--- config.mk ---
export PLATFORM = sky130hd
export DESIGN_NAME = ip_packet_type_classifier
export DESIGN_NICKNAME = d
export VERILOG_FILES = /design/src/hdl/ipc_pkg.sv /design/src/hdl/ip_packet_type_classifier.sv /design/src/hdl/ipc_capture.sv /design/src/hdl/ipc_classify.sv
export SDC_FILE = /design/constraint.sdc
export NUM_CORES = 1
export LEC_CHECK = 0
export ABC_CLOCK_PERIOD_IN_PS = 4650
export BUFFER_PORTS_ARGS = -buffer_cell sky130_fd_sc_hd__clkbuf_2
export CAP_MARGIN = 20
export CORE_UTILIZATION = 40
export DETAILED_ROUTE_END_ITERATION = 7
export PLACE_DENSITY = 0.59
export SYNTH_ARGS = -nofsm -noshare
export SYNTH_HDL_FRONTEND = slang
export SYNTH_SLANG_ARGS = --single-unit
--- constraint.sdc ---
create_clock -name clk -period 4.65 [get_ports clk]
set_input_delay 0 -clock clk [delete_from_list [all_inputs] [get_ports clk]]
set_output_delay 0 -clock clk [all_outputs]
set_load 0.01 [all_outputs]
--- src/hdl/ipc_pkg.sv ---
// ----------------------------------------------------------------------------
// ipc_pkg
// Shared types, codes and helpers of the IP packet type classifier.
// ----------------------------------------------------------------------------
package ipc_pkg;

  typedef enum logic [3:0] {
    CLS_ERROR = 4'd0,
    CLS_NULL  = 4'd1,
    CLS_TCP   = 4'd2,
    CLS_SYN   = 4'd3,
    CLS_ACK   = 4'd4,
    CLS_FTP   = 4'd5,
    CLS_UDP   = 4'd6,
    CLS_DNS   = 4'd7,
    CLS_ICMP  = 4'd8,
    CLS_HIGH  = 4'd9
  } class_t;

  localparam logic CFG_FTP_PORT = 1'b0;
  localparam logic CFG_DNS_PORT = 1'b1;

  localparam logic [15:0] FTP_PORT_RESET = 16'd21;
  localparam logic [15:0] DNS_PORT_RESET = 16'd53;

  localparam logic [7:0] PROTO_ICMP   = 8'd1;
  localparam logic [7:0] PROTO_TCP    = 8'd6;
  localparam logic [7:0] PROTO_UDP    = 8'd17;
  localparam logic [7:0] PROTO_ICMPV6 = 8'd58;

  localparam logic [3:0] VER_IPV4 = 4'h4;
  localparam logic [3:0] VER_IPV6 = 4'h6;

  localparam logic [15:0] COUNT_MAX    = 16'hFFFF;
  localparam logic [15:0] MIN_PKT_LEN  = 16'd20;
  localparam logic [16:0] IPV6_HDR_LEN = 17'd40;
  localparam logic [16:0] TCP_MIN_LEN  = 17'd20;
  localparam logic [16:0] L4_MIN_LEN   = 17'd8;
  localparam logic [15:0] UDP_MIN_LEN  = 16'd8;
  localparam logic [15:0] FRAG_MASK    = 16'h1FFF;
  localparam logic [7:0]  TCP_FLAG_MASK = 8'h3F;
  localparam int unsigned FLAG_SYN     = 1;
  localparam int unsigned FLAG_ACK     = 4;

  localparam logic [7:0] ICMP_ECHO_REQ   = 8'd8;
  localparam logic [7:0] ICMP_ECHO_REPLY = 8'd0;
  localparam logic [7:0] ICMP6_ECHO_REQ  = 8'd128;
  localparam logic [7:0] ICMP6_ECHO_REP  = 8'd129;

  typedef struct packed {
    logic [15:0] byte_count;
    logic [7:0]  version_ihl;
    logic [15:0] ip_length;
    logic [7:0]  next_protocol;
    logic [15:0] fragment;
    logic [7:0]  l4_first;
    logic [15:0] l4_dest_port;
    logic [15:0] udp_length;
    logic [7:0]  tcp_offset;
    logic [7:0]  tcp_flags;
    logic        priority_high;
  } hdr_t;

  // L4 offset: 40 for IPv6, IHL*4 otherwise
  function automatic logic [5:0] head_len(input logic [7:0] vb);
    logic [5:0] h;
    if (vb[7:4] == VER_IPV6) begin
      h = 6'd40;
    end else begin
      h = {vb[3:0], 2'b00};
    end
    return h;
  endfunction

endpackage

--- src/hdl/ip_packet_type_classifier.sv ---
// ----------------------------------------------------------------------------
// ip_packet_type_classifier
// Classifies IPv4/IPv6 packets streamed one byte per transaction.
// ----------------------------------------------------------------------------
// Input channel (in_valid/in_ready): one packet byte per transaction, with
// last_byte marking the final byte and priority_high sampled on that byte.
// Output channel (out_valid/out_ready): one packet_class transaction per
// packet, issued after its last byte.
// Throughput: one byte per cycle while in_ready is high. The capture stage
// updates the header field registers and the byte counter each byte; the last
// byte loads a snapshot register, and the class decision is taken from it into
// the result register, which drives packet_class and out_valid.
// A stalled receiver holds the result; one more packet can finish into the
// snapshot register, after which in_ready drops until out_ready returns.
// Configuration: cfg_we writes cfg_data to register cfg_index (0 FTP control
// port, 1 DNS server port). The user must write only while the block is idle;
// the block itself does not enforce this.
// Reset (rst, synchronous): clears the packet state and both valid flags and
// restores the ports to 21 and 53.
// ----------------------------------------------------------------------------
module ip_packet_type_classifier (
  input  logic        clk,
  input  logic        rst,
  input  logic        cfg_we,
  input  logic        cfg_index,
  input  logic [15:0] cfg_data,
  input  logic        in_valid,
  output logic        in_ready,
  input  logic [7:0]  packet_byte,
  input  logic        last_byte,
  input  logic        priority_high,
  output logic        out_valid,
  input  logic        out_ready,
  output logic [3:0]  packet_class
);

  logic [15:0]   ftp_control_port;
  logic [15:0]   dns_server_port;
  logic          snap_valid;
  logic          snap_ready;
  ipc_pkg::hdr_t snap;

  always_ff @(posedge clk) begin
    if (rst) begin
      ftp_control_port <= ipc_pkg::FTP_PORT_RESET;
      dns_server_port  <= ipc_pkg::DNS_PORT_RESET;
    end else if (cfg_we) begin
      unique case (cfg_index)
        ipc_pkg::CFG_FTP_PORT: ftp_control_port <= cfg_data;
        ipc_pkg::CFG_DNS_PORT: dns_server_port  <= cfg_data;
      endcase
    end
  end

  ipc_capture u_capture (
    .clk           (clk),
    .rst           (rst),
    .in_valid      (in_valid),
    .in_ready      (in_ready),
    .packet_byte   (packet_byte),
    .last_byte     (last_byte),
    .priority_high (priority_high),
    .snap_valid    (snap_valid),
    .snap_ready    (snap_ready),
    .snap          (snap)
  );

  ipc_classify u_classify (
    .clk              (clk),
    .rst              (rst),
    .snap_valid       (snap_valid),
    .snap_ready       (snap_ready),
    .snap             (snap),
    .ftp_control_port (ftp_control_port),
    .dns_server_port  (dns_server_port),
    .out_valid        (out_valid),
    .out_ready        (out_ready),
    .packet_class     (packet_class)
  );

endmodule

--- src/hdl/ipc_capture.sv ---
// ----------------------------------------------------------------------------
// ipc_capture
// Byte counter and header field capture; snapshots the fields on last byte.
// ----------------------------------------------------------------------------
module ipc_capture (
  input  logic             clk,
  input  logic             rst,
  input  logic             in_valid,
  output logic             in_ready,
  input  logic [7:0]       packet_byte,
  input  logic             last_byte,
  input  logic             priority_high,
  output logic             snap_valid,
  input  logic             snap_ready,
  output ipc_pkg::hdr_t    snap
);

  ipc_pkg::hdr_t state;
  ipc_pkg::hdr_t state_next;
  logic [7:0]    ver_byte;
  logic          v6;
  logic [15:0]   pos;
  logic [15:0]   h;
  logic          accept;

  assign in_ready = !snap_valid || snap_ready;
  assign accept   = in_valid && in_ready;
  assign pos      = state.byte_count;
  assign ver_byte = (pos == 16'd0) ? packet_byte : state.version_ihl;
  assign v6       = (ver_byte[7:4] == ipc_pkg::VER_IPV6);
  assign h        = {10'd0, ipc_pkg::head_len(ver_byte)};

  always_comb begin
    state_next = state;
    state_next.priority_high = priority_high;
    if (pos != ipc_pkg::COUNT_MAX) begin
      state_next.byte_count  = pos + 16'd1;
      state_next.version_ihl = ver_byte;
      if ((!v6 && pos == 16'd2) || (v6 && pos == 16'd4)) begin
        state_next.ip_length[15:8] = packet_byte;
      end
      if ((!v6 && pos == 16'd3) || (v6 && pos == 16'd5)) begin
        state_next.ip_length[7:0] = packet_byte;
      end
      if ((!v6 && pos == 16'd9) || (v6 && pos == 16'd6)) begin
        state_next.next_protocol = packet_byte;
      end
      if (pos == 16'd6) state_next.fragment[15:8] = packet_byte;
      if (pos == 16'd7) state_next.fragment[7:0]  = packet_byte;
      if (pos == h) state_next.l4_first = packet_byte;
      if (pos == h + 16'd2) state_next.l4_dest_port[15:8] = packet_byte;
      if (pos == h + 16'd3) state_next.l4_dest_port[7:0]  = packet_byte;
      if (pos == h + 16'd4) state_next.udp_length[15:8]   = packet_byte;
      if (pos == h + 16'd5) state_next.udp_length[7:0]    = packet_byte;
      if (pos == h + 16'd12) state_next.tcp_offset = packet_byte;
      if (pos == h + 16'd13) state_next.tcp_flags  = packet_byte;
    end
  end

  always_ff @(posedge clk) begin
    if (rst) begin
      state      <= '0;
      snap_valid <= 1'b0;
    end else begin
      if (accept) begin
        if (last_byte) begin
          state <= '0;
        end else begin
          state <= state_next;
        end
      end
      if (accept && last_byte) begin
        snap_valid <= 1'b1;
      end else if (snap_ready) begin
        snap_valid <= 1'b0;
      end
    end
  end

  always_ff @(posedge clk) begin
    if (accept && last_byte) begin
      snap <= state_next;
    end
  end

endmodule

--- src/hdl/ipc_classify.sv ---
// ----------------------------------------------------------------------------
// ipc_classify
// Class decision from the captured header fields, held in the result register.
// ----------------------------------------------------------------------------
module ipc_classify (
  input  logic             clk,
  input  logic             rst,
  input  logic             snap_valid,
  output logic             snap_ready,
  input  ipc_pkg::hdr_t    snap,
  input  logic [15:0]      ftp_control_port,
  input  logic [15:0]      dns_server_port,
  output logic             out_valid,
  input  logic             out_ready,
  output logic [3:0]       packet_class
);

  ipc_pkg::class_t cls;
  logic [16:0]     n;
  logic [16:0]     h;
  logic [16:0]     total;
  logic [16:0]     thl_h;
  logic [7:0]      flags;
  logic [3:0]      ver;

  assign snap_ready = !out_valid || out_ready;
  assign ver   = snap.version_ihl[7:4];
  assign n     = {1'b0, snap.byte_count};
  assign h     = {11'd0, ipc_pkg::head_len(snap.version_ihl)};
  assign total = (ver == ipc_pkg::VER_IPV6) ? {1'b0, snap.ip_length} + ipc_pkg::IPV6_HDR_LEN
                                            : {1'b0, snap.ip_length};
  assign thl_h = h + {11'd0, snap.tcp_offset[7:4], 2'b00};
  assign flags = snap.tcp_flags & ipc_pkg::TCP_FLAG_MASK;

  always_comb begin
    cls = ipc_pkg::CLS_NULL;
    if (snap.byte_count <= ipc_pkg::MIN_PKT_LEN) begin
      cls = ipc_pkg::CLS_ERROR;
    end else if (ver != ipc_pkg::VER_IPV4 && ver != ipc_pkg::VER_IPV6) begin
      cls = ipc_pkg::CLS_ERROR;
    end else if (snap.priority_high) begin
      cls = ipc_pkg::CLS_HIGH;
    end else if (n < total || total < h) begin
      cls = ipc_pkg::CLS_ERROR;
    end else begin
      unique case (snap.next_protocol)
        ipc_pkg::PROTO_TCP: begin
          if (n < h + ipc_pkg::TCP_MIN_LEN || n < thl_h) begin
            cls = ipc_pkg::CLS_ERROR;
          end else if (total == thl_h) begin
            if (flags[ipc_pkg::FLAG_SYN]) cls = ipc_pkg::CLS_SYN;
            else if (flags[ipc_pkg::FLAG_ACK]) cls = ipc_pkg::CLS_ACK;
            else cls = ipc_pkg::CLS_TCP;
          end else if (snap.l4_dest_port == ftp_control_port) begin
            cls = ipc_pkg::CLS_FTP;
          end else begin
            cls = ipc_pkg::CLS_TCP;
          end
        end
        ipc_pkg::PROTO_UDP: begin
          if (n < h + ipc_pkg::L4_MIN_LEN || snap.udp_length < ipc_pkg::UDP_MIN_LEN) begin
            cls = ipc_pkg::CLS_ERROR;
          end else if (snap.l4_dest_port == dns_server_port) begin
            cls = ipc_pkg::CLS_DNS;
          end else begin
            cls = ipc_pkg::CLS_UDP;
          end
        end
        ipc_pkg::PROTO_ICMP: begin
          if (n < h + ipc_pkg::L4_MIN_LEN) begin
            cls = ipc_pkg::CLS_ERROR;
          end else if ((snap.fragment & ipc_pkg::FRAG_MASK) != 16'd0) begin
            cls = ipc_pkg::CLS_NULL;
          end else if (snap.l4_first == ipc_pkg::ICMP_ECHO_REQ ||
                       snap.l4_first == ipc_pkg::ICMP_ECHO_REPLY) begin
            cls = ipc_pkg::CLS_ICMP;
          end else begin
            cls = ipc_pkg::CLS_NULL;
          end
        end
        ipc_pkg::PROTO_ICMPV6: begin
          if (n < h + ipc_pkg::L4_MIN_LEN) begin
            cls = ipc_pkg::CLS_ERROR;
          end else if (snap.l4_first == ipc_pkg::ICMP6_ECHO_REQ ||
                       snap.l4_first == ipc_pkg::ICMP6_ECHO_REP) begin
            cls = ipc_pkg::CLS_ICMP;
          end else begin
            cls = ipc_pkg::CLS_NULL;
          end
        end
        default: begin
          cls = ipc_pkg::CLS_NULL;
        end
      endcase
    end
  end

  always_ff @(posedge clk) begin
    if (rst) begin
      out_valid <= 1'b0;
    end else if (snap_ready) begin
      out_valid <= snap_valid;
    end
  end

  always_ff @(posedge clk) begin
    if (snap_ready && snap_valid) begin
      packet_class <= cls;
    end
  end

endmodule

==> metrics.cfg <==
[run_status]
run_status=complete, no violations

[global_route]
grt_pass1_vias=9758
grt_pass1_wl_um=55400
grt_usage_pct=20.9
grt_overflow=0
antenna_found_initial=0
grt_max_degree=86

[placed_design]
placed_cell_area_sq_um=13900
hpwl_um=23600
routabilityCongestion=0.912
dpl.cell_count=1745
dpl_worst_slack_ns=0.546
portBuffers=37

[clock_tree]
clockBufferDepth=3
clock-sinks=247
cts_tree=built
path_clk_slew_ns=0.07
numCtsBuffers=27
ctsRootBufferMaster=clkbuf_16
post-cts-setup-buffer-count=0
insertion_delay_ns=0.53
htreeDepth=1

[worst_setup_path]
critical_path_buf_inv_count=2
cp_slowest_cell=nor3_1
r2r-end=u_capture.snap[13]
r2r_slack_ns=0.45
worst_setup_path_end_kind=flip-flop
path_class=flip-flop to flip-flop
cp.required_ns=4.93
arrival_ns=4.48
max_stage_delay_ns=0.59
critPathTopFamily=simple AND/OR/NAND/NOR gates
cp-start-kind=flip-flop
r2r_start=u_capture.pos[0]
worst-path-max-fanout=14
worstPathCellList=inv_1, ha_1, nor4b_1, and4_1, mux2i_1, inv_1, ha_1, xor2_1, o211ai_1, nor3_1, mux2_2
worst-r2r-cell-count=11

[floorplan]
rows=66
die-area_sq_um=34000
initial_utilization_pct=40.8
io_pins=38
die_w_um=184
fp.coreArea_sq_um=32600
die_y_um=184

[worst_hold_path]
whs_endpoint=u_capture.pos[9]
hold_depth=5
hold_path_startpoint=last_byte
hold_path_class=input pin to flip-flop

[sta]
fin_ws_ns=0.445
finalClockSkew_ns=0.00974
hold_viol_final=0
tns_ns=0
finalCritPeriodShare_pct=90.4
fin_crit_ns=4.20
maxSlewViolCount=0
tightest_slew_ns=1.00
hold-worst-slack_ns=0.0720
timing.slew.headroom_pct=33.0
setup_viol=0
rsz0062_at_grt=false
max_clock_freq_ghz=0.238

[power]
ir_worst_vdd_uv=232
pwr_density_cell_nw_per_um2=333
total_power_mw=5.00
cellLeakagePower_nw=5.74

[route]
drt-total-wl_um=35400
dr.pass1.iters=5
antenna_left=0
drt_iter0_drc=824
drc=0
wl_per_cell_um=19.5
vias=10199
vias_per_cell=5.62

[finish]
final_common_cell=nand2_1
finalInstanceArea_sq_um=15000
drive_above_1_share_pct=15.9
fin_cells=1816
utilization_pct=46.0
areaGrowthSynthToFinish_pct=12.8
final_cell_mix=nand2_1 (153), dfxtp_1 (138), edfxtp_1 (109), nor2_1 (95), mux2_2 (83)
diodes=0
final_nets=1429

[synth]
synth_seq_area_share_pct=45.4
yosys_warnings=0
synth_enable_flop_cells=109
synth_top_cell_by_area=edfxtp_1
syn-num-nets=1406
ys_async_sr_fraction_pct=0
synth_area_leaders=edfxtp_1 (25%), dfxtp_1 (21%), mux2_2 (7.0%), nand2_1 (4.3%), ha_1 (4.0%)
postSynthCellCount=1331
yosys_most_used_dff=dfxtp_1
synth_seq_cells=247
syn_area_sq_um=13300
synth_top_area_share_pct=24.6
syn_avg_cell_area_sq_um=9.99
synth_cell_type_count=83

[job]
max_cap_violations=0

-- area by class of cell --
class	count	area, sq um
tap	442	553
clock inverter	16	175
timing repair buffer	84	608
fill	3008	17600
multi-input combinational	961	6790
sequential	247	6040
inverter	33	126
clock buffer	33	708
-- flip-flops by register name, summed over array words and instances, names as in the netlist --
register	flops
dns_server_port	16
ftp_control_port	16
u_capture.pos	16
u_capture.snap	105
u_capture.snap_valid	1
u_capture.state	88
u_classify.out_valid	1
u_classify.packet_class	4
-- Yosys cell counts, types with 24 or more instances --
cell type,n
nor3_1,38
nor2_1,96
nand3b_1,28
mux2_2,83
clkbuf_1,75
mux2i_1,24
xnor2_1,60
inv_1,32
edfxtp_1,109
a22oi_1,60
dfxtp_1,138
nand2_1,154
nand3_1,24
ha_1,42
a21oi_1,47
-- timing repair --
action	4_1_cts	5_1_grt
hold buffers	22	0
resized for setup	0	0
endpoints found under the hold margin	34	0
-- layer usage --
metal  vias to the layer above  share of wire [%]  track usage, %
met5                         -                  0               0
met4                         0                2.2            5.67
met3                        54                5.9            2.90
met2                       285                 44            32.2
met1                      4957                 48            30.3
li1                       4903                  -               -
-- cells by family (layout without fill, tap and decap cells) --
group           after synthesis  after routing  synth area share [%]
compound gates              229            229                  12.3
xor+xnor                     77             77                  5.28
fa+ha+maj                    44             44                  4.18
buf+inv                     123            166                  3.72
flops                       247            247                  45.4
mux                         111            111                  9.36
simple gates                500            500                  19.8
-- power by group --
part / internal [mW] / total, mW / leakage [nW] / switching (mW)
Sequential: 2.32 / 2.36 / 2.18 / 0.0424
Combinational: 0.183 / 0.491 / 3.12 / 0.308
Clock: 1.26 / 2.15 / 0.441 / 0.888
-- worst reg2reg max path, cell delays in order, from the launching register on --
cell	delay, ns
dfxtp_1	0.39
inv_1	0.11
ha_1	0.26
nor4b_1	0.33
and4_1	0.45
mux2i_1	0.36
inv_1	0.08
ha_1	0.29
xor2_1	0.29
o211ai_1	0.41
nor3_1	0.59
mux2_2	0.40
-- worst max path at each step --
stage / start / endpoint / slack (ns) / depth (start not counted)
4_1_cts: u_capture.pos[0] / u_capture.snap[13] / 0.52 / 11
6_report: u_capture.pos[0] / u_capture.snap[13] / 0.45 / 11
3_5_place_dp: u_capture.pos[0] / u_capture.snap[13] / 0.55 / 11
2_1_floorplan: u_capture.pos[0] / u_capture.snap[13] / 0.76 / 17
3_3_place_gp: u_capture.pos[0] / u_capture.snap[13] / 0.56 / 11
5_1_grt: u_capture.pos[0] / u_capture.snap[16] / 0.17 / 11
(Power assumes the default switching activity.)
